File: config.mk
export PLATFORM = sky130hd
export DESIGN_NAME = fekb_ctrl
export DESIGN_NICKNAME = d
export VERILOG_FILES = /design/src/hdl/fekb_pkg.sv /design/src/hdl/fekb_slot_cmp.sv /design/src/hdl/fekb_ctrl.sv
export SDC_FILE = /design/constraint.sdc
export NUM_CORES = 1
export LEC_CHECK = 0
export ABC_AREA = 1
export BUFFER_PORTS_ARGS = -buffer_cell sky130_fd_sc_hd__clkbuf_2
export CAP_MARGIN = 20
export CORE_MARGIN = 3
export CORE_UTILIZATION = 50
export CTS_CLUSTER_DIAMETER = 60
export CTS_CLUSTER_SIZE = 12
export DETAILED_ROUTE_END_ITERATION = 8
export PLACE_DENSITY = 0.76
export REMOVE_ABC_BUFFERS = 1
export SYNTH_ARGS = -nofsm -noshare
export SYNTH_HDL_FRONTEND = slang
export SYNTH_HIERARCHICAL = 1
export SYNTH_SLANG_ARGS = --single-unit
File: constraint.sdc
create_clock -name clk -period 16.95 [get_ports clk]
set_input_delay 1.695 -clock clk [delete_from_list [all_inputs] [get_ports clk]]
set_output_delay 1.695 -clock clk [all_outputs]
set_load 0.05 [all_outputs]
File: src/hdl/fekb_pkg.sv
// shared constants, codes and types for the keyed fifo-replacement buffer
`timescale 1ns / 1ps

package fekb_pkg;

  localparam int DEF_CAPACITY = 64;
  localparam int KEY_W        = 32;
  localparam int DATA_W       = 64;
  localparam int CFG_W        = 7;
  localparam int STATUS_W     = 3;
  localparam int EVCNT_W      = 32;
  localparam int APB_DW       = 32;
  localparam int APB_AW       = 2;

  localparam logic [CFG_W-1:0]  MAX_SIZE_RST  = 7'd64;
  localparam logic [APB_AW-1:0] MAX_SIZE_ADDR = 2'd0;

  localparam logic KIND_PUT = 1'b0;
  localparam logic KIND_DEL = 1'b1;

  typedef enum logic [STATUS_W-1:0] {
    ST_PUT      = 3'd0,
    ST_EVICT    = 3'd1,
    ST_DEL_HIT  = 3'd2,
    ST_DEL_MISS = 3'd3,
    ST_DUP      = 3'd4
  } status_t;

  // per-slot compare results from the shared compare unit
  typedef struct packed {
    logic match;
    logic oldest;
    logic empty;
    logic above;
  } slot_cmp_t;

endpackage

File: src/hdl/fekb_slot_cmp.sv
// shared slot compare unit: key match, oldest, empty and rank-above tests
`timescale 1ns / 1ps

module fekb_slot_cmp import fekb_pkg::*; #(
  parameter int RW = 6
) (
  input  logic             valid,
  input  logic [KEY_W-1:0] slot_key,
  input  logic [RW-1:0]    slot_rank,
  input  logic [KEY_W-1:0] key,
  input  logic [RW-1:0]    drop_rank,
  output slot_cmp_t        res
);

  always_comb begin
    res.match  = valid && (slot_key == key);
    res.oldest = valid && (slot_rank == '0);
    res.empty  = !valid;
    res.above  = valid && (slot_rank > drop_rank);
  end

endmodule

File: src/hdl/fekb_ctrl.sv
// sequencer: clearing pass, slot scan, decision, payload fetch, rank renumber pass, store and result
`timescale 1ns / 1ps

module fekb_ctrl import fekb_pkg::*; #(
  parameter int CAPACITY = DEF_CAPACITY,
  localparam int AW = $clog2(CAPACITY)
) (
  input  logic                clk,
  input  logic                rst,
  input  logic                start,
  input  logic                kind,
  input  logic [KEY_W-1:0]    key,
  input  logic [DATA_W-1:0]   payload,
  input  logic [CFG_W-1:0]    max_size,
  output logic                busy,
  output logic                done,
  output logic [STATUS_W-1:0] status,
  output logic [KEY_W-1:0]    out_key,
  output logic [DATA_W-1:0]   out_payload,
  output logic [EVCNT_W-1:0]  evicted_total,
  output logic [AW-1:0]       raddr,
  output logic [AW-1:0]       waddr,
  output logic                tag_we,
  output logic                tag_wvalid,
  output logic [KEY_W-1:0]    tag_wkey,
  output logic [AW-1:0]       tag_wrank,
  output logic                data_we,
  output logic [DATA_W-1:0]   data_wdata,
  input  logic                tag_rvalid,
  input  logic [KEY_W-1:0]    tag_rkey,
  input  logic [AW-1:0]       tag_rrank,
  input  logic [DATA_W-1:0]   data_rdata
);

  localparam int CW = $clog2(CAPACITY + 1);
  localparam int LW = (CW > CFG_W) ? CW : CFG_W;
  localparam logic [AW-1:0] LAST = AW'(CAPACITY - 1);

  typedef enum logic [9:0] {
    S_CLEAR      = 10'b0000000001,
    S_IDLE       = 10'b0000000010,
    S_SCAN       = 10'b0000000100,
    S_SCAN_LAST  = 10'b0000001000,
    S_DECIDE     = 10'b0000010000,
    S_FETCH      = 10'b0000100000,
    S_FETCH_WAIT = 10'b0001000000,
    S_RENUM      = 10'b0010000000,
    S_RENUM_LAST = 10'b0100000000,
    S_STORE      = 10'b1000000000
  } state_t;

  state_t state;

  logic [AW-1:0]      idx;
  logic               rd_pend;
  logic [AW-1:0]      pidx;
  logic               op_kind;
  logic [KEY_W-1:0]   op_key;
  logic [DATA_W-1:0]  op_payload;
  logic               hit_found;
  logic [AW-1:0]      hit_slot;
  logic [AW-1:0]      hit_rank;
  logic               old_found;
  logic [AW-1:0]      old_slot;
  logic [KEY_W-1:0]   old_key;
  logic               free_found;
  logic [AW-1:0]      free_slot;
  logic [AW-1:0]      drop_slot;
  logic [AW-1:0]      drop_rank;
  logic               evict;
  logic [DATA_W-1:0]  held_payload;
  logic [CW-1:0]      count;
  logic [EVCNT_W-1:0] evict_cnt;

  slot_cmp_t          cmp;
  logic [LW-1:0]      lim_raw;
  logic [LW-1:0]      lim_eff;
  logic               evict_need;
  logic               scan_stage;
  logic               renum_stage;

  fekb_slot_cmp #(.RW(AW)) u_cmp (
    .valid     (tag_rvalid),
    .slot_key  (tag_rkey),
    .slot_rank (tag_rrank),
    .key       (op_key),
    .drop_rank (drop_rank),
    .res       (cmp)
  );

  // effective limit is max_size clamped to 1..CAPACITY
  always_comb begin
    lim_raw = LW'(max_size);
    lim_eff = lim_raw;
    if (lim_raw == '0) begin
      lim_eff = LW'(1);
    end else if (lim_raw > LW'(CAPACITY)) begin
      lim_eff = LW'(CAPACITY);
    end
    evict_need = LW'(count) >= lim_eff;
  end

  assign scan_stage  = rd_pend && ((state == S_SCAN) || (state == S_SCAN_LAST));
  assign renum_stage = rd_pend && ((state == S_RENUM) || (state == S_RENUM_LAST));
  assign busy        = (state != S_IDLE);

  // memory port control
  always_comb begin
    raddr      = (state == S_FETCH) ? drop_slot : idx;
    waddr      = pidx;
    tag_we     = 1'b0;
    tag_wvalid = 1'b0;
    tag_wkey   = tag_rkey;
    tag_wrank  = tag_rrank;
    data_we    = 1'b0;
    data_wdata = op_payload;
    if (state == S_CLEAR) begin
      tag_we = 1'b1;
      waddr  = idx;
    end else if (renum_stage) begin
      // the dropped slot goes invalid, younger entries move up one rank
      if (pidx == drop_slot) begin
        tag_we = 1'b1;
      end else if (cmp.above) begin
        tag_we     = 1'b1;
        tag_wvalid = 1'b1;
        tag_wrank  = tag_rrank - AW'(1);
      end
    end else if ((state == S_STORE) && free_found) begin
      tag_we     = 1'b1;
      waddr      = free_slot;
      tag_wvalid = 1'b1;
      tag_wkey   = op_key;
      tag_wrank  = count[AW-1:0];
      data_we    = 1'b1;
    end
  end

  always_ff @(posedge clk) begin
    if (rst) begin
      state     <= S_CLEAR;
      idx       <= '0;
      rd_pend   <= 1'b0;
      done      <= 1'b0;
      count     <= '0;
      evict_cnt <= '0;
    end else begin
      done    <= 1'b0;
      rd_pend <= 1'b0;

      if (scan_stage) begin
        if (cmp.match && !hit_found) begin
          hit_found <= 1'b1;
          hit_slot  <= pidx;
          hit_rank  <= tag_rrank;
        end
        if (cmp.oldest && !old_found) begin
          old_found <= 1'b1;
          old_slot  <= pidx;
          old_key   <= tag_rkey;
        end
        if (cmp.empty && !free_found) begin
          free_found <= 1'b1;
          free_slot  <= pidx;
        end
      end

      case (state)
        S_CLEAR: begin
          if (idx == LAST) begin
            idx   <= '0;
            state <= S_IDLE;
          end else begin
            idx <= idx + AW'(1);
          end
        end
        S_IDLE: begin
          if (start) begin
            op_kind    <= kind;
            op_key     <= key;
            op_payload <= payload;
            hit_found  <= 1'b0;
            old_found  <= 1'b0;
            free_found <= 1'b0;
            idx        <= '0;
            state      <= S_SCAN;
          end
        end
        S_SCAN: begin
          rd_pend <= 1'b1;
          pidx    <= idx;
          if (idx == LAST) begin
            state <= S_SCAN_LAST;
          end else begin
            idx <= idx + AW'(1);
          end
        end
        S_SCAN_LAST: begin
          state <= S_DECIDE;
        end
        S_DECIDE: begin
          evict <= 1'b0;
          if (op_kind == KIND_DEL) begin
            if (hit_found) begin
              drop_slot <= hit_slot;
              drop_rank <= hit_rank;
              state     <= S_FETCH;
            end else begin
              done          <= 1'b1;
              status        <= ST_DEL_MISS;
              out_key       <= '0;
              out_payload   <= '0;
              evicted_total <= evict_cnt;
              state         <= S_IDLE;
            end
          end else if (hit_found) begin
            done          <= 1'b1;
            status        <= ST_DUP;
            out_key       <= '0;
            out_payload   <= '0;
            evicted_total <= evict_cnt;
            state         <= S_IDLE;
          end else if (evict_need && old_found) begin
            drop_slot <= old_slot;
            drop_rank <= '0;
            evict     <= 1'b1;
            // the victim slot may be the lowest free one after removal
            if (!free_found || (old_slot < free_slot)) begin
              free_found <= 1'b1;
              free_slot  <= old_slot;
            end
            state <= S_FETCH;
          end else begin
            state <= S_STORE;
          end
        end
        S_FETCH: begin
          state <= S_FETCH_WAIT;
        end
        S_FETCH_WAIT: begin
          held_payload <= data_rdata;
          idx          <= '0;
          state        <= S_RENUM;
        end
        S_RENUM: begin
          rd_pend <= 1'b1;
          pidx    <= idx;
          if (idx == LAST) begin
            state <= S_RENUM_LAST;
          end else begin
            idx <= idx + AW'(1);
          end
        end
        S_RENUM_LAST: begin
          count <= count - CW'(1);
          if (evict) begin
            evict_cnt <= evict_cnt + EVCNT_W'(1);
            state     <= S_STORE;
          end else begin
            done          <= 1'b1;
            status        <= ST_DEL_HIT;
            out_key       <= op_key;
            out_payload   <= held_payload;
            evicted_total <= evict_cnt;
            state         <= S_IDLE;
          end
        end
        S_STORE: begin
          if (free_found) begin
            count <= count + CW'(1);
          end
          done          <= 1'b1;
          status        <= evict ? ST_EVICT : ST_PUT;
          out_key       <= evict ? old_key : '0;
          out_payload   <= evict ? held_payload : '0;
          evicted_total <= evict_cnt;
          state         <= S_IDLE;
        end
        default: begin
          state <= S_IDLE;
        end
      endcase
    end
  end

endmodule

; Word-level counts from Yosys, hierarchy flattened
; Index checks and enable logic that the tools add are counted.
[word_totals]
register_bits = 427
latchBits = 0
ramBits = 0
mem_bits_ro = 0
in_bits = 210
out_inout_bits = 250
word_cells = 199
memories = 0
[op_classes]
addsub = 5
n_mul = 0
div_mod_pow = 0
n_lt_le_gt_ge = 4
eq_ne = 25
shift = 0
n_mux = 101
n_bitwise = 1
n_reduce_logical = 37
[ops]
columns = operator, count
row1 = $mux W32, 12
row2 = $mux W64, 5
row3 = $pmux W32 S3, 2
row4 = $pmux W64 S3, 1
row5 = $mux W6, 28
row6 = $pmux W10 S9, 1
row7 = $mux W10, 8
row8 = $add A32 B1 Y32 const B, 1
row9 = $eq A32 B32 Y1, 1
row10 = $mux W1, 32
row11 = $pmux W6 S4, 1
row12 = $mux W7, 3
row13 = $pmux W7 S2, 1
row14 = $mux W3, 4
row15 = $reduce_and A3 Y1, 4
row16 = $eq A10 B1 Y1 const B, 1
row17 = $eq A10 B10 Y1 const B, 1
row18 = $eq A10 B2 Y1 const B, 1
row19 = $eq A10 B3 Y1 const B, 1
row20 = $eq A10 B4 Y1 const B, 1
row21 = $eq A10 B5 Y1 const B, 1
row22 = $eq A10 B6 Y1 const B, 1
row23 = $eq A10 B7 Y1 const B, 1
row24 = $eq A10 B8 Y1 const B, 1
row25 = other kinds (31), 60

; Longest topological paths before layout
; Gate-level depths: netlist (run 1).
[logic_depth]
ltp_word = 9
ltp_mapped = 14
ltp_nobuf = 14

; Modules after synthesis
; The synthesis (run 1) kept the hierarchy.
[modules_own_cells]
columns = module, n_inst, cells_each, area_each_um2, seq_area_each_um2
row1 = fekb_ctrl, 1, 1541, 17561.8, 12251.8
row2 = fekb_slot_cmp, 1, 170, 778.2, 0.0

; Worst setup path before layout (run 1)
; No wires, ideal clock.
[synth_path]
path_type = input to register
startpoint = input rst
endpoint = register evicted_total[0], enable pin
arrival_ps = 11583
path_slack_ps = 4551
stages = 4
path_cell_list = clkbuf_1 > inv_1 > o21ai_0 > a211oi_1
[synth_via]
elab_chain_len = 2
[synth_rtl]
columns = item, line_no
row1 = from (decl), fekb_ctrl.sv:9  ; input logic rst,
row2 = $not A1 Y1 (no source line), --
row3 = $reduce_and A5 Y1 (no source line), --
row4 = to (signal assigned), fekb_ctrl.sv:213  ; evicted_total <= evict_cnt;
row5 = to (signal assigned), fekb_ctrl.sv:221  ; evicted_total <= evict_cnt;
row6 = to (signal assigned), fekb_ctrl.sv:264  ; evicted_total <= evict_cnt;
row7 = to (decl), fekb_ctrl.sv:20  ; output logic [EVCNT_W-1:0] evicted_total,
; No other way between the ends.
; A chain may end at the register's enable or synchronous reset.

==> reports/summary.log, run 1 <==
INFO  floorplan      die_w=197.5µm
INFO  global_routing groute.usage.overall=0.2507
INFO  sta            finalWorstPathRequiredPeriod=5.587ns
INFO  logic_synthesis synth_ff_type=sky130_fd_sc_hd__edfxtp_1
INFO  floorplan      dieHeight=197.5µm
INFO  detailed_routing drcViolationCount=0
INFO  sta            report.final.hold_viol_count=0
INFO  cts            postCtsHoldBufs=0
INFO  detailed_routing detail-route-antenna-nets=0
INFO  logic_synthesis yosys_register_bits=427
INFO  floorplan      start_util=0.5119
INFO  sta            drv_slew=0
INFO  setup_path     cell_with_the_biggest_individual_delay_on_the_critical_path=sky130_fd_sc_hd__a21oi_1
INFO  finish         drive_gt1_frac=0.2594
INFO  cts            cts-root-to-sink-buffers=3
INFO  setup_path     crit_path_frequent_cell=sky130_fd_sc_hd__nand2_1
INFO  floorplan      top_level_ports=460
INFO  detailed_routing dr.first_iter.drc_count=948
INFO  logic_synthesis synth-edff-count=370
INFO  setup_path     crit_chain=clkbuf_2 -> ha_1 -> nand2_1 -> nor2_1 -> nand3b_1 -> a21oi_1 -> inv_1 -> nor4_1 -> nand3_1 -> xor2_1 -> nand2_1 -> nand2_1 -> clkbuf_2
INFO  sta            fmaxAchievable=0.1790GHz
INFO  global_routing grt_max_degree=89
INFO  global_routing grt_first_pass_wirelength=75.35mm
INFO  floorplan      core_area=0.03583mm²
INFO  logic_synthesis yosysWarningCount=6
INFO  setup_path     cp-end-kind=output port
INFO  cts            clk_pin_slew=0.06ns
INFO  logic_synthesis synth.cell_area=0.01834mm²
INFO  floorplan      row_count=69
INFO  global_routing initial_antenna_violation_count=4
INFO  run            timing.max_cap.violations=0
INFO  global_routing met2_usage=0.4395
INFO  setup_path     ff2ff_setup_slack=12.78ns
INFO  logic_synthesis yosysTopAreaCellShare=0.6058
INFO  sta            timing.clock.skew=0.01089ns
INFO  logic_synthesis synth.lib_cells_used.distinct=46
INFO  global_routing grt_busiest_layer=met2
INFO  sta            timing_worst_slew_pin_value=1.073ns
INFO  finish         most_frequent_cells_in_the_layout=sky130_fd_sc_hd__clkbuf_2, sky130_fd_sc_hd__nand2_1, sky130_fd_sc_hd__edfxtp_1
INFO  detailed_routing wl_per_cell=18.60µm
INFO  cts            clkSinkCount=427
INFO  logic_synthesis syn_avg_cell_area=10.72µm²
INFO  global_routing globalRoute.totalOverflow=0
INFO  sta            setup_tns=0ns
INFO  cts            clock_insertion_delay_worst_skew=0.56ns
INFO  cts            tritoncts_clock_tree=done
INFO  finish         n_fill_cell=2,845
INFO  setup_path     timing.critical_path.fanout_max=7
INFO  cts            cts_root_buffer_type=sky130_fd_sc_hd__clkbuf_16
INFO  sta            slew_headroom=0.2821
INFO  finish         area.growth.synth_to_final=21.95%
INFO  logic_synthesis synth.largest_area_cell=sky130_fd_sc_hd__edfxtp_1
INFO  sta            final.period_utilization=0.3296
INFO  detailed_routing detailedRoute.firstPassIterationCount=5
INFO  power_and_ir_drop pwr_density_cell=104.5mW/mm²
INFO  logic_synthesis synth-async-reset-ratio=0
INFO  sta            setup_viol=0
INFO  power_and_ir_drop static-leakage-power=0.009394µW
INFO  setup_path     crit_path_start_kind=primary input
INFO  sta            rsz0062_at_grt=no
INFO  floorplan      fp.dieArea=0.03901mm²
INFO  detailed_routing via_per_inst=5.180
INFO  cts            post_cts_resize_count=0
INFO  finish         design.final.nets=2,424
INFO  logic_synthesis synth.area.top_cells=sky130_fd_sc_hd__edfxtp_1, sky130_fd_sc_hd__nand2_1, sky130_fd_sc_hd__dfxtp_1
INFO  logic_synthesis synth-seq-area-share=0.6680
INFO  setup_path     worstSetupPathType=in -> out
INFO  sta            fin_hold_ws=0.4753ns
INFO  logic_synthesis synth_cells=1,711
INFO  run_status     outcome=finished clean
INFO  power_and_ir_drop vdd.ir_drop.worst=0.0001139V
INFO  cts            cts_buffer_count=43
INFO  placement      io_port_bufs=459
INFO  cts            ctsHtreeMaxLevel=2
INFO  setup_path     critical_path_arrival=3.89ns
INFO  placement      gp_congestion=0.9293
INFO  hold_path      class_of_the_tightest_hold_or_removal_check=reg -> reg
INFO  detailed_routing vias=13,830
INFO  setup_path     timing.critical_path.slowest_cell_delay=0.46ns
INFO  global_routing use_met1=0.2872
INFO  finish         mostFrequentLayoutCell=sky130_fd_sc_hd__clkbuf_2
INFO  placement      hpwl=36.42mm
INFO  global_routing met3_usage=0.05970
INFO  global_routing grt_pass1_vias=13,720
INFO  setup_path     worst_endpoint_required_time=15.25ns
INFO  detailed_routing routed_wl=49.65mm
INFO  cts            postCtsSetupBuffers=0
==> logic make-up after synthesis <==
kind of cell | count (synthesis) | synth area share
AOI/OAI and AO/OA | 204 | 0.06161
and+or+nand+nor | 712 | 0.1646
buffers and inverters | 303 | 0.06795
adders and majority gates | 30 | 0.02088
muxes | 2 | 0.001228
DFF | 427 | 0.6680
xor gates and xnor gates | 33 | 0.01576
==> layer usage <==
metal,up-vias,share of wire
met1,6437,0.37
met2,631,0.50
met5,-,0
li1,6640,-
met4,0,0.049
met3,122,0.085
==> cell usage after synthesis (2+ instances only) <==
master                     number
sky130_fd_sc_hd__nand2_1      374
sky130_fd_sc_hd__edfxtp_1     370
sky130_fd_sc_hd__inv_1        248
sky130_fd_sc_hd__nor2_1       173
sky130_fd_sc_hd__nand3_1       91
sky130_fd_sc_hd__o21ai_0       85
sky130_fd_sc_hd__a21oi_1       62
sky130_fd_sc_hd__dfxtp_1       57
sky130_fd_sc_hd__o21ai_1       35
sky130_fd_sc_hd__ha_1          29
sky130_fd_sc_hd__nor3_1        20
sky130_fd_sc_hd__xor2_1        20
sky130_fd_sc_hd__clkbuf_1      16
sky130_fd_sc_hd__buf_2         15
sky130_fd_sc_hd__nand4_1       15
sky130_fd_sc_hd__xnor2_1       13
sky130_fd_sc_hd__buf_6         11
sky130_fd_sc_hd__nand2_2        9
sky130_fd_sc_hd__inv_2          8
sky130_fd_sc_hd__nor2_2         6
sky130_fd_sc_hd__o221ai_2       6
sky130_fd_sc_hd__nand3b_1       5
sky130_fd_sc_hd__a21boi_0       4
sky130_fd_sc_hd__nor2_4         4
sky130_fd_sc_hd__nor4_1         4
sky130_fd_sc_hd__a211oi_1       3
sky130_fd_sc_hd__nand3_2        3
sky130_fd_sc_hd__buf_4          2
sky130_fd_sc_hd__clkinv_1       2
sky130_fd_sc_hd__mux2_2         2
sky130_fd_sc_hd__nor3_4         2
sky130_fd_sc_hd__nor3b_1        2
sky130_fd_sc_hd__o211ai_1       2
==> power by group <==
part / internal [µW] / switching, µW
clock: 493 / 382
sequential: 1160 / 13.2
combinational: 79.5 / 213
==> area by class of cell <==
cell class | count | area (µm²) | area share
Sequential cell | 427 | 12250 | 0.5478
Timing Repair Buffer | 473 | 2435 | 0.1089
Inverter | 258 | 968.4 | 0.04330
Antenna cell | 4 | 10.01 | 0.0004475
Tap cell | 461 | 576.8 | 0.02579
Multi-Input combinational cell | 981 | 4875 | 0.2179
Clock inverter | 8 | 86.33 | 0.003860
Clock buffer | 58 | 1164 | 0.05203
==> sequential cells by signal (all words and copies together), names as in the netlist, 3 cells and up <==
register,count
status,3
data_wdata,64
hit_slot,6
old_slot,6
idx,6
old_key,32
count,7
held_payload,64
evicted_total,32
out_key,32
drop_slot,6
hit_rank,6
pidx,6
op_key,32
drop_rank,6
evict_cnt,32
out_payload,64
free_slot,6
state,10
==> through the flow <==
stage | cells | utilization | worst slack, ns | power [µW] | instance area [µm²]
6_report | 2670 | 0.6243 | 11.36 | 2338 | 22370
5_1_grt | 2670 | 0.6243 | 11.09 | 2423 | 22370
4_1_cts | 2665 | 0.6232 | 11.38 | 2359 | 22330
3_5_place_dp | 2599 | 0.5883 | 11.39 | 1482 | 21080
3_3_place_gp | 2598 | 0.5878 | 11.47 | 1477 | 21060
2_1_floorplan | 1666 | - | 4.205 | 1395 | 18060
==> final timing paths <==
| check | startpoint | endpoint | cells past startpoint |
|---|---|---|---|
| min reg2reg | evict_cnt[31] | evicted_total[31] | 0 |
| max | tag_rrank[5] | tag_wrank[5] | 13 |
| max reg2reg | state[2] | evicted_total[12] | 10 |
| min | evict_cnt[31] | evicted_total[31] | 0 |
==> critical path, delay by kind of cell <==
| family | cells | cell delay [ns] |
|---|---|---|
| AND/OR/NAND/NOR | 7 | 0.83 |
| XOR/XNOR | 1 | 0.15 |
| adder cells (fa/ha/maj) | 1 | 0.29 |
| AO/OA/AOI/OAI | 1 | 0.46 |
| buffers and inverters | 3 | 0.46 |
(Power assumes the default switching activity.)
==> run 2: changes to the inputs <==
==> constraint.sdc (replaced) <==
create_clock -name clk -period 5.38 [get_ports clk]
set_input_delay 0.538 -clock clk [delete_from_list [all_inputs] [get_ports clk]]
set_output_delay 0.538 -clock clk [all_outputs]
set_load 0.05 [all_outputs]
==> run 2 against run 1 <==
Utilization up 0.29 points. Non-clock buffer count increased by 2. Hold slack got worse by 0.33 ns. Register-to-register slack lost 11 ns. Critical path depth shrank 4. Combinational power grew to 3.2 times the previous value. First-iteration DRC count shrank 0.21%. Critical endpoint is now tag_wkey[9]. Largest power group unchanged. Highest routed layer is now met5.
==> reports/summary.log, run 2 (synthesis results as in run 1) <==
INFO  run_status     outcome=finished clean
INFO  sta            rsz0062_at_grt=no
INFO  floorplan      start_util=0.5119
INFO  floorplan      top_level_ports=460
INFO  hold_path      class_of_the_tightest_hold_or_removal_check=in -> reg
INFO  sta            report.final.hold_viol_count=0
INFO  sta            setup_viol=0
INFO  cts            cts-root-to-sink-buffers=3
INFO  cts            postCtsHoldBufs=0
INFO  global_routing groute.usage.overall=0.2530
INFO  cts            cts_buffer_count=45
INFO  cts            postCtsSetupBuffers=0
INFO  finish         n_fill_cell=2,792
INFO  setup_path     critical-path-top-delay-family=simple AND/OR/NAND/NOR gates
INFO  finish         drive_gt1_frac=0.2613
INFO  placement      gp_congestion=0.9423
INFO  detailed_routing detail-route-antenna-nets=0
INFO  floorplan      die_w=197.5µm
INFO  sta            drv_slew=0
INFO  setup_path     crit_chain=nor2_1 -> nand2_2 -> nor2_4 -> nand3_4 -> nor2_2 -> inv_2 -> buf_4 -> o21ai_1 -> clkbuf_2
INFO  hold_path      timing.hold.worst_path_depth=1
INFO  cts            clk_pin_slew=0.07ns
INFO  sta            timing.clock.skew=0.01151ns
INFO  global_routing globalRoute.totalOverflow=0
INFO  setup_path     critical_path_cell_count=9
INFO  finish         mostFrequentLayoutCell=sky130_fd_sc_hd__clkbuf_2
INFO  finish         finish.instance_area=0.02247mm²
INFO  finish         area.growth.synth_to_final=22.53%
INFO  power_and_ir_drop vdd.ir_drop.worst=0.0002677V
INFO  detailed_routing drcViolationCount=0
INFO  power_and_ir_drop pwr_density_cell=334.5mW/mm²
INFO  cts            ctsHtreeMaxLevel=2
INFO  setup_path     path_buf_inv=3
INFO  setup_path     rr_worst_depth=8
INFO  global_routing initial_antenna_violation_count=3
INFO  floorplan      row_count=69
INFO  global_routing grt_max_degree=132
INFO  cts            cts_root_buffer_type=sky130_fd_sc_hd__clkbuf_16
INFO  run            timing.max_cap.violations=0
INFO  detailed_routing routed_wl=50.06mm
INFO  cts            post_cts_resize_count=0
INFO  detailed_routing vias=13,878
INFO  power_and_ir_drop static-leakage-power=0.009458µW
INFO  setup_path     timing.critical_path.fanout_max=65
INFO  detailed_routing via_per_inst=5.190
INFO  sta            timing_worst_slew_pin_value=0.8228ns
INFO  detailed_routing dr.first_iter.drc_count=946
INFO  setup_path     critical_path_arrival=3.12ns
INFO  placement      io_port_bufs=459
INFO  setup_path     timing.critical_path.slowest_cell_delay=0.38ns
INFO  global_routing grt_first_pass_wirelength=75.65mm
INFO  floorplan      core_area=0.03583mm²
INFO  detailed_routing wl_per_cell=18.72µm
INFO  placement      hpwl=37.13mm
INFO  sta            fmaxAchievable=0.2733GHz
INFO  setup_path     crit_path_start_kind=register
INFO  sta            slew_headroom=0.4481
INFO  cts            tritoncts_clock_tree=done
INFO  cts            clock_insertion_delay_worst_skew=0.57ns
INFO  setup_path     worst_endpoint_required_time=4.84ns
INFO  setup_path     cell_with_the_biggest_individual_delay_on_the_critical_path=sky130_fd_sc_hd__nor2_2
INFO  setup_path     worstSetupPathType=reg -> out
INFO  finish         most_frequent_cells_in_the_layout=sky130_fd_sc_hd__clkbuf_2, sky130_fd_sc_hd__nand2_1, sky130_fd_sc_hd__edfxtp_1
INFO  cts            clkSinkCount=427
INFO  global_routing grt_pass1_vias=13,746
INFO  sta            setup_tns=0ns
INFO  floorplan      dieHeight=197.5µm
INFO  placement      postPlaceCellArea=0.02108mm²
INFO  floorplan      fp.dieArea=0.03901mm²
INFO  setup_path     cp-end-kind=output port
INFO  sta            final.period_utilization=0.6801
INFO  finish         design.final.nets=2,428
INFO  sta            finalWorstPathRequiredPeriod=3.659ns
INFO  detailed_routing detailedRoute.firstPassIterationCount=5
-- run 2: changes by cell type in the layout (fill, tap and decap cells not counted), sizes merged --
| cell | change |
|---|---|
| clkinvlp | -2 |
| diode | -3 |
| buf | +1 |
| clkinv | +2 |
| clkbuf | +3 |
| inv | +3 |
-- run 2: final timing paths --
path | endpoint | startpoint | slack, ns
setup / recovery | tag_wkey[9] | state[0] | 1.72
hold / removal | op_key[22] | key[22] | 0.14
setup reg to reg | evicted_total[25] | state[2] | 1.95
hold reg to reg | evicted_total[31] | evict_cnt[31] | 0.48
-- run 2: routing by layer --
metal | track usage | up-vias | routed length [µm]
met1 | 0.2861 | 6483 | 18400
met5 | 0 | - | 29
li1 | - | 6656 | -
met3 | 0.06123 | 129 | 4193
met4 | 0.1232 | 4 | 2377
met2 | 0.4504 | 606 | 25060
-- run 2: area by class of cell --
type	count	area, µm²	area share
Tap cell	461	576.8	0.02567
Inverter	258	968.4	0.04310
Timing Repair Buffer	475	2469	0.1099
Sequential cell	427	12250	0.5452
Antenna cell	1	2.502	0.0001114
Clock inverter	11	103.9	0.004621
Clock buffer	60	1225	0.05451
Multi-Input combinational cell	981	4875	0.2169
-- run 2: report_power, final --
part	switching [µW]	internal (µW)	total (µW)
sequential	41.8	3650	3690
combinational	674	251	925
clock	1260	1640	2900
-- run 2: worst register-to-register path: stages (launching register included) --
cell and delay (ns):
sky130_fd_sc_hd__dfxtp_1 0.40, sky130_fd_sc_hd__nor2_2 0.06, sky130_fd_sc_hd__nand2_2 0.16, sky130_fd_sc_hd__nor2_4 0.07
sky130_fd_sc_hd__nand3_1 0.06, sky130_fd_sc_hd__buf_4 0.32, sky130_fd_sc_hd__clkinv_1 0.76, sky130_fd_sc_hd__a211oi_4 0.50
sky130_fd_sc_hd__buf_12 0.55
-- run 2: metrics by stage --
stage / hold slack, ns / utilization / cells / total power [µW] / setup WS [ns]
CTS: 0.1056 / 0.6254 / 2670 / 7568 / 1.684
floorplan: 0.4439 / - / 1666 / 4395 / -7.321
global placement: 0.4666 / 0.5883 / 2599 / 4659 / 2.041
finish: 0.1412 / 0.6272 / 2674 / 7517 / 1.721
detailed placement: 0.4725 / 0.5883 / 2599 / 4676 / 1.997
global route: 0.1116 / 0.6272 / 2674 / 7781 / 1.469
==> run 3: changes to the inputs <==
==> constraint.sdc (replaced) <==
create_clock -name clk -period 3.7 [get_ports clk]
set_input_delay 0.37 -clock clk [delete_from_list [all_inputs] [get_ports clk]]
set_output_delay 0.37 -clock clk [all_outputs]
set_load 0.05 [all_outputs]
==> run 3 against run 2 <==
Sequential share of layout area is 3.4 points lower. Combinational power is 62% higher. Design area is 6.7% higher. Setup slack worse by 1.4 ns. Sequential power is 45% higher. Clock skew is 0.0012 ns higher. Routed wire length is 11% higher. Critical endpoint is now tag_wkey[0]. Highest routed layer unchanged. First-iteration DRC count is 5.3% higher. Utilization is 4.2 points higher. Clock power is 40% higher. Critical path type unchanged.
==> reports/summary.log, run 3 (synthesis results as in run 1) <==
INFO  run_status     outcome=finished clean
INFO  setup_path     crit_chain=nor2_2 -> nand2_2 -> nor2_4 -> nand3_4 -> nor2_2 -> inv_4 -> o21ai_1 -> clkbuf_2
INFO  placement      gp_congestion=0.9101
INFO  cts            cts-root-to-sink-buffers=3
INFO  cts            postCtsSetupBuffers=0
INFO  finish         mostFrequentLayoutCell=sky130_fd_sc_hd__clkbuf_2
INFO  run            timing.max_cap.violations=0
INFO  sta            slew_headroom=0.4084
INFO  detailed_routing detail-route-antenna-nets=0
INFO  finish         drive_gt1_frac=0.2433
INFO  sta            final.period_utilization=0.9156
INFO  sta            fmaxAchievable=0.2952GHz
INFO  cts            cts_buffer_count=43
INFO  detailed_routing wl_per_cell=19.55µm
INFO  hold_path      class_of_the_tightest_hold_or_removal_check=in -> reg
INFO  power_and_ir_drop vdd.ir_drop.worst=0.0003828V
INFO  finish         multi_input_area=0.004875mm²
INFO  setup_path     timing.critical_path.fanout_max=40
INFO  cts            ctsHtreeMaxLevel=2
INFO  floorplan      core_area=0.03583mm²
INFO  detailed_routing dr.first_iter.drc_count=996
INFO  finish         utilization=0.6695
INFO  finish         regArea=0.01225mm²
INFO  cts            clock_insertion_delay_worst_skew=0.56ns
INFO  global_routing grt_pass1_vias=14,928
INFO  placement      dp.cells=2,606
INFO  cts            clk_pin_slew=0.06ns
INFO  detailed_routing drcViolationCount=0
INFO  power_and_ir_drop static-leakage-power=0.01009µW
INFO  floorplan      row_count=69
INFO  finish         most_frequent_cells_in_the_layout=sky130_fd_sc_hd__clkbuf_2, sky130_fd_sc_hd__nand2_1, sky130_fd_sc_hd__edfxtp_1
INFO  setup_path     cell_with_the_biggest_individual_delay_on_the_critical_path=sky130_fd_sc_hd__o21ai_1
INFO  sta            setup_viol=0
INFO  sta            timing_worst_slew_pin_value=0.8874ns
INFO  finish         final_cell_count_no_fill=2,830
INFO  sta            drv_slew=0
INFO  placement      hpwl=37.37mm
INFO  global_routing initial_antenna_violation_count=3
INFO  sta            finalWorstPathRequiredPeriod=3.388ns
INFO  global_routing grt_first_pass_wirelength=82.64mm
INFO  floorplan      dieHeight=197.5µm
INFO  setup_path     crit_path_start_kind=register
INFO  setup_path     crit_path_frequent_cell=sky130_fd_sc_hd__nor2_2
INFO  detailed_routing routed_wl=55.32mm
INFO  sta            rsz0062_at_grt=no
INFO  finish         n_fill_cell=2,598
INFO  global_routing globalRoute.totalOverflow=0
INFO  placement      postPlaceCellArea=0.02117mm²
INFO  floorplan      top_level_ports=460
INFO  setup_path     critical_path_arrival=3.02ns
INFO  detailed_routing via_per_inst=5.226
INFO  placement      io_port_bufs=459
INFO  sta            report.final.hold_viol_count=0
INFO  global_routing groute.usage.overall=0.2772
INFO  floorplan      die_w=197.5µm
INFO  setup_path     worstSetupPathType=reg -> out
INFO  sta            timing.clock.skew=0.01268ns
INFO  cts            cts_root_buffer_type=sky130_fd_sc_hd__clkbuf_16
INFO  setup_path     timing.critical_path.slowest_cell_delay=0.47ns
INFO  setup_path     worst_endpoint_required_time=3.33ns
INFO  floorplan      start_util=0.5119
INFO  global_routing grt_max_degree=98
INFO  floorplan      fp.dieArea=0.03901mm²
INFO  detailed_routing detailedRoute.firstPassIterationCount=5
INFO  detailed_routing vias=14,789
INFO  setup_path     cp-end-kind=output port
INFO  finish         design.final.nets=2,587
INFO  cts            tritoncts_clock_tree=done
INFO  finish         area.growth.synth_to_final=30.80%
INFO  power_and_ir_drop pwr_density_cell=454.9mW/mm²
INFO  finish         finish.instance_area=0.02399mm²
INFO  cts            clkSinkCount=427
-- run 3: cell count changes in the layout (fill, tap and decap cells not counted), sizes merged --
cell         previous run  this run
dlygate4sd3             0       157
buf                    15        20
clkbuf                520       517
inv                   260       257
clkinvlp                1         0
diode                   1         2
-- run 3: worst paths after layout --
kind	end	from	depth (start not counted)	slack (ns)
max reg2reg	op_key[19]	state[8]	8	1.13
min reg2reg	pidx[1]	idx[1]	0	0.49
max	tag_wkey[0]	state[2]	8	0.31
min	data_wdata[6]	payload[6]	1	0.03
-- run 3: power by group --
part / internal [µW] / total, µW / switching, µW
Clock: 2270 / 4050 / 1770
Sequential: 5300 / 5360 / 60.3
Combinational: 475 / 1500 / 1030
-- run 3: layout make-up --
type,instances,share of cell area
Sequential cell,427,0.5107
Inverter,258,0.04048
Tap cell,461,0.02405
Clock inverter,7,0.002712
Antenna cell,2,0.0002086
Multi-Input combinational cell,981,0.2032
Clock buffer,58,0.04898
Timing Repair Buffer,636,0.1696
-- run 3: critical path, delay by kind of cell, from the launching register on --
family	cells	cell delay, ns
DFF	1	0.35
AOI/OAI and AO/OA	1	0.47
and+or+nand+nor	5	0.97
buffers and inverters	2	0.66
-- run 3: metrics by stage --
step	hold WS [ns]	total power (µW)	TNS, ns	worst slack, ns
floorplan	0.4391	6391	-1454.56	-9.001
global placement	0.4636	6771	0	0.8344
detailed placement	0.4728	6797	0	0.7983
CTS	0.0005996	10930	0	0.1933
global route	0.007867	11280	0	0.002094
finish	0.03473	10910	0	0.3122
-- run 3: metal layers --
metal  up-vias  GRT usage  wire length, µm
li1       6955          -                -
met1      6944     0.3040            19590
met2       719     0.4944            27700
met3       169    0.07198             4670
met4         2     0.1478             3348
met5         -          0                7
-- run 3: timing repair --
item	CTS	global route
gates resized for setup	0	2
hold endpoints to repair	156	1
endpoints found under the setup margin	0	1
hold buffers	156	1
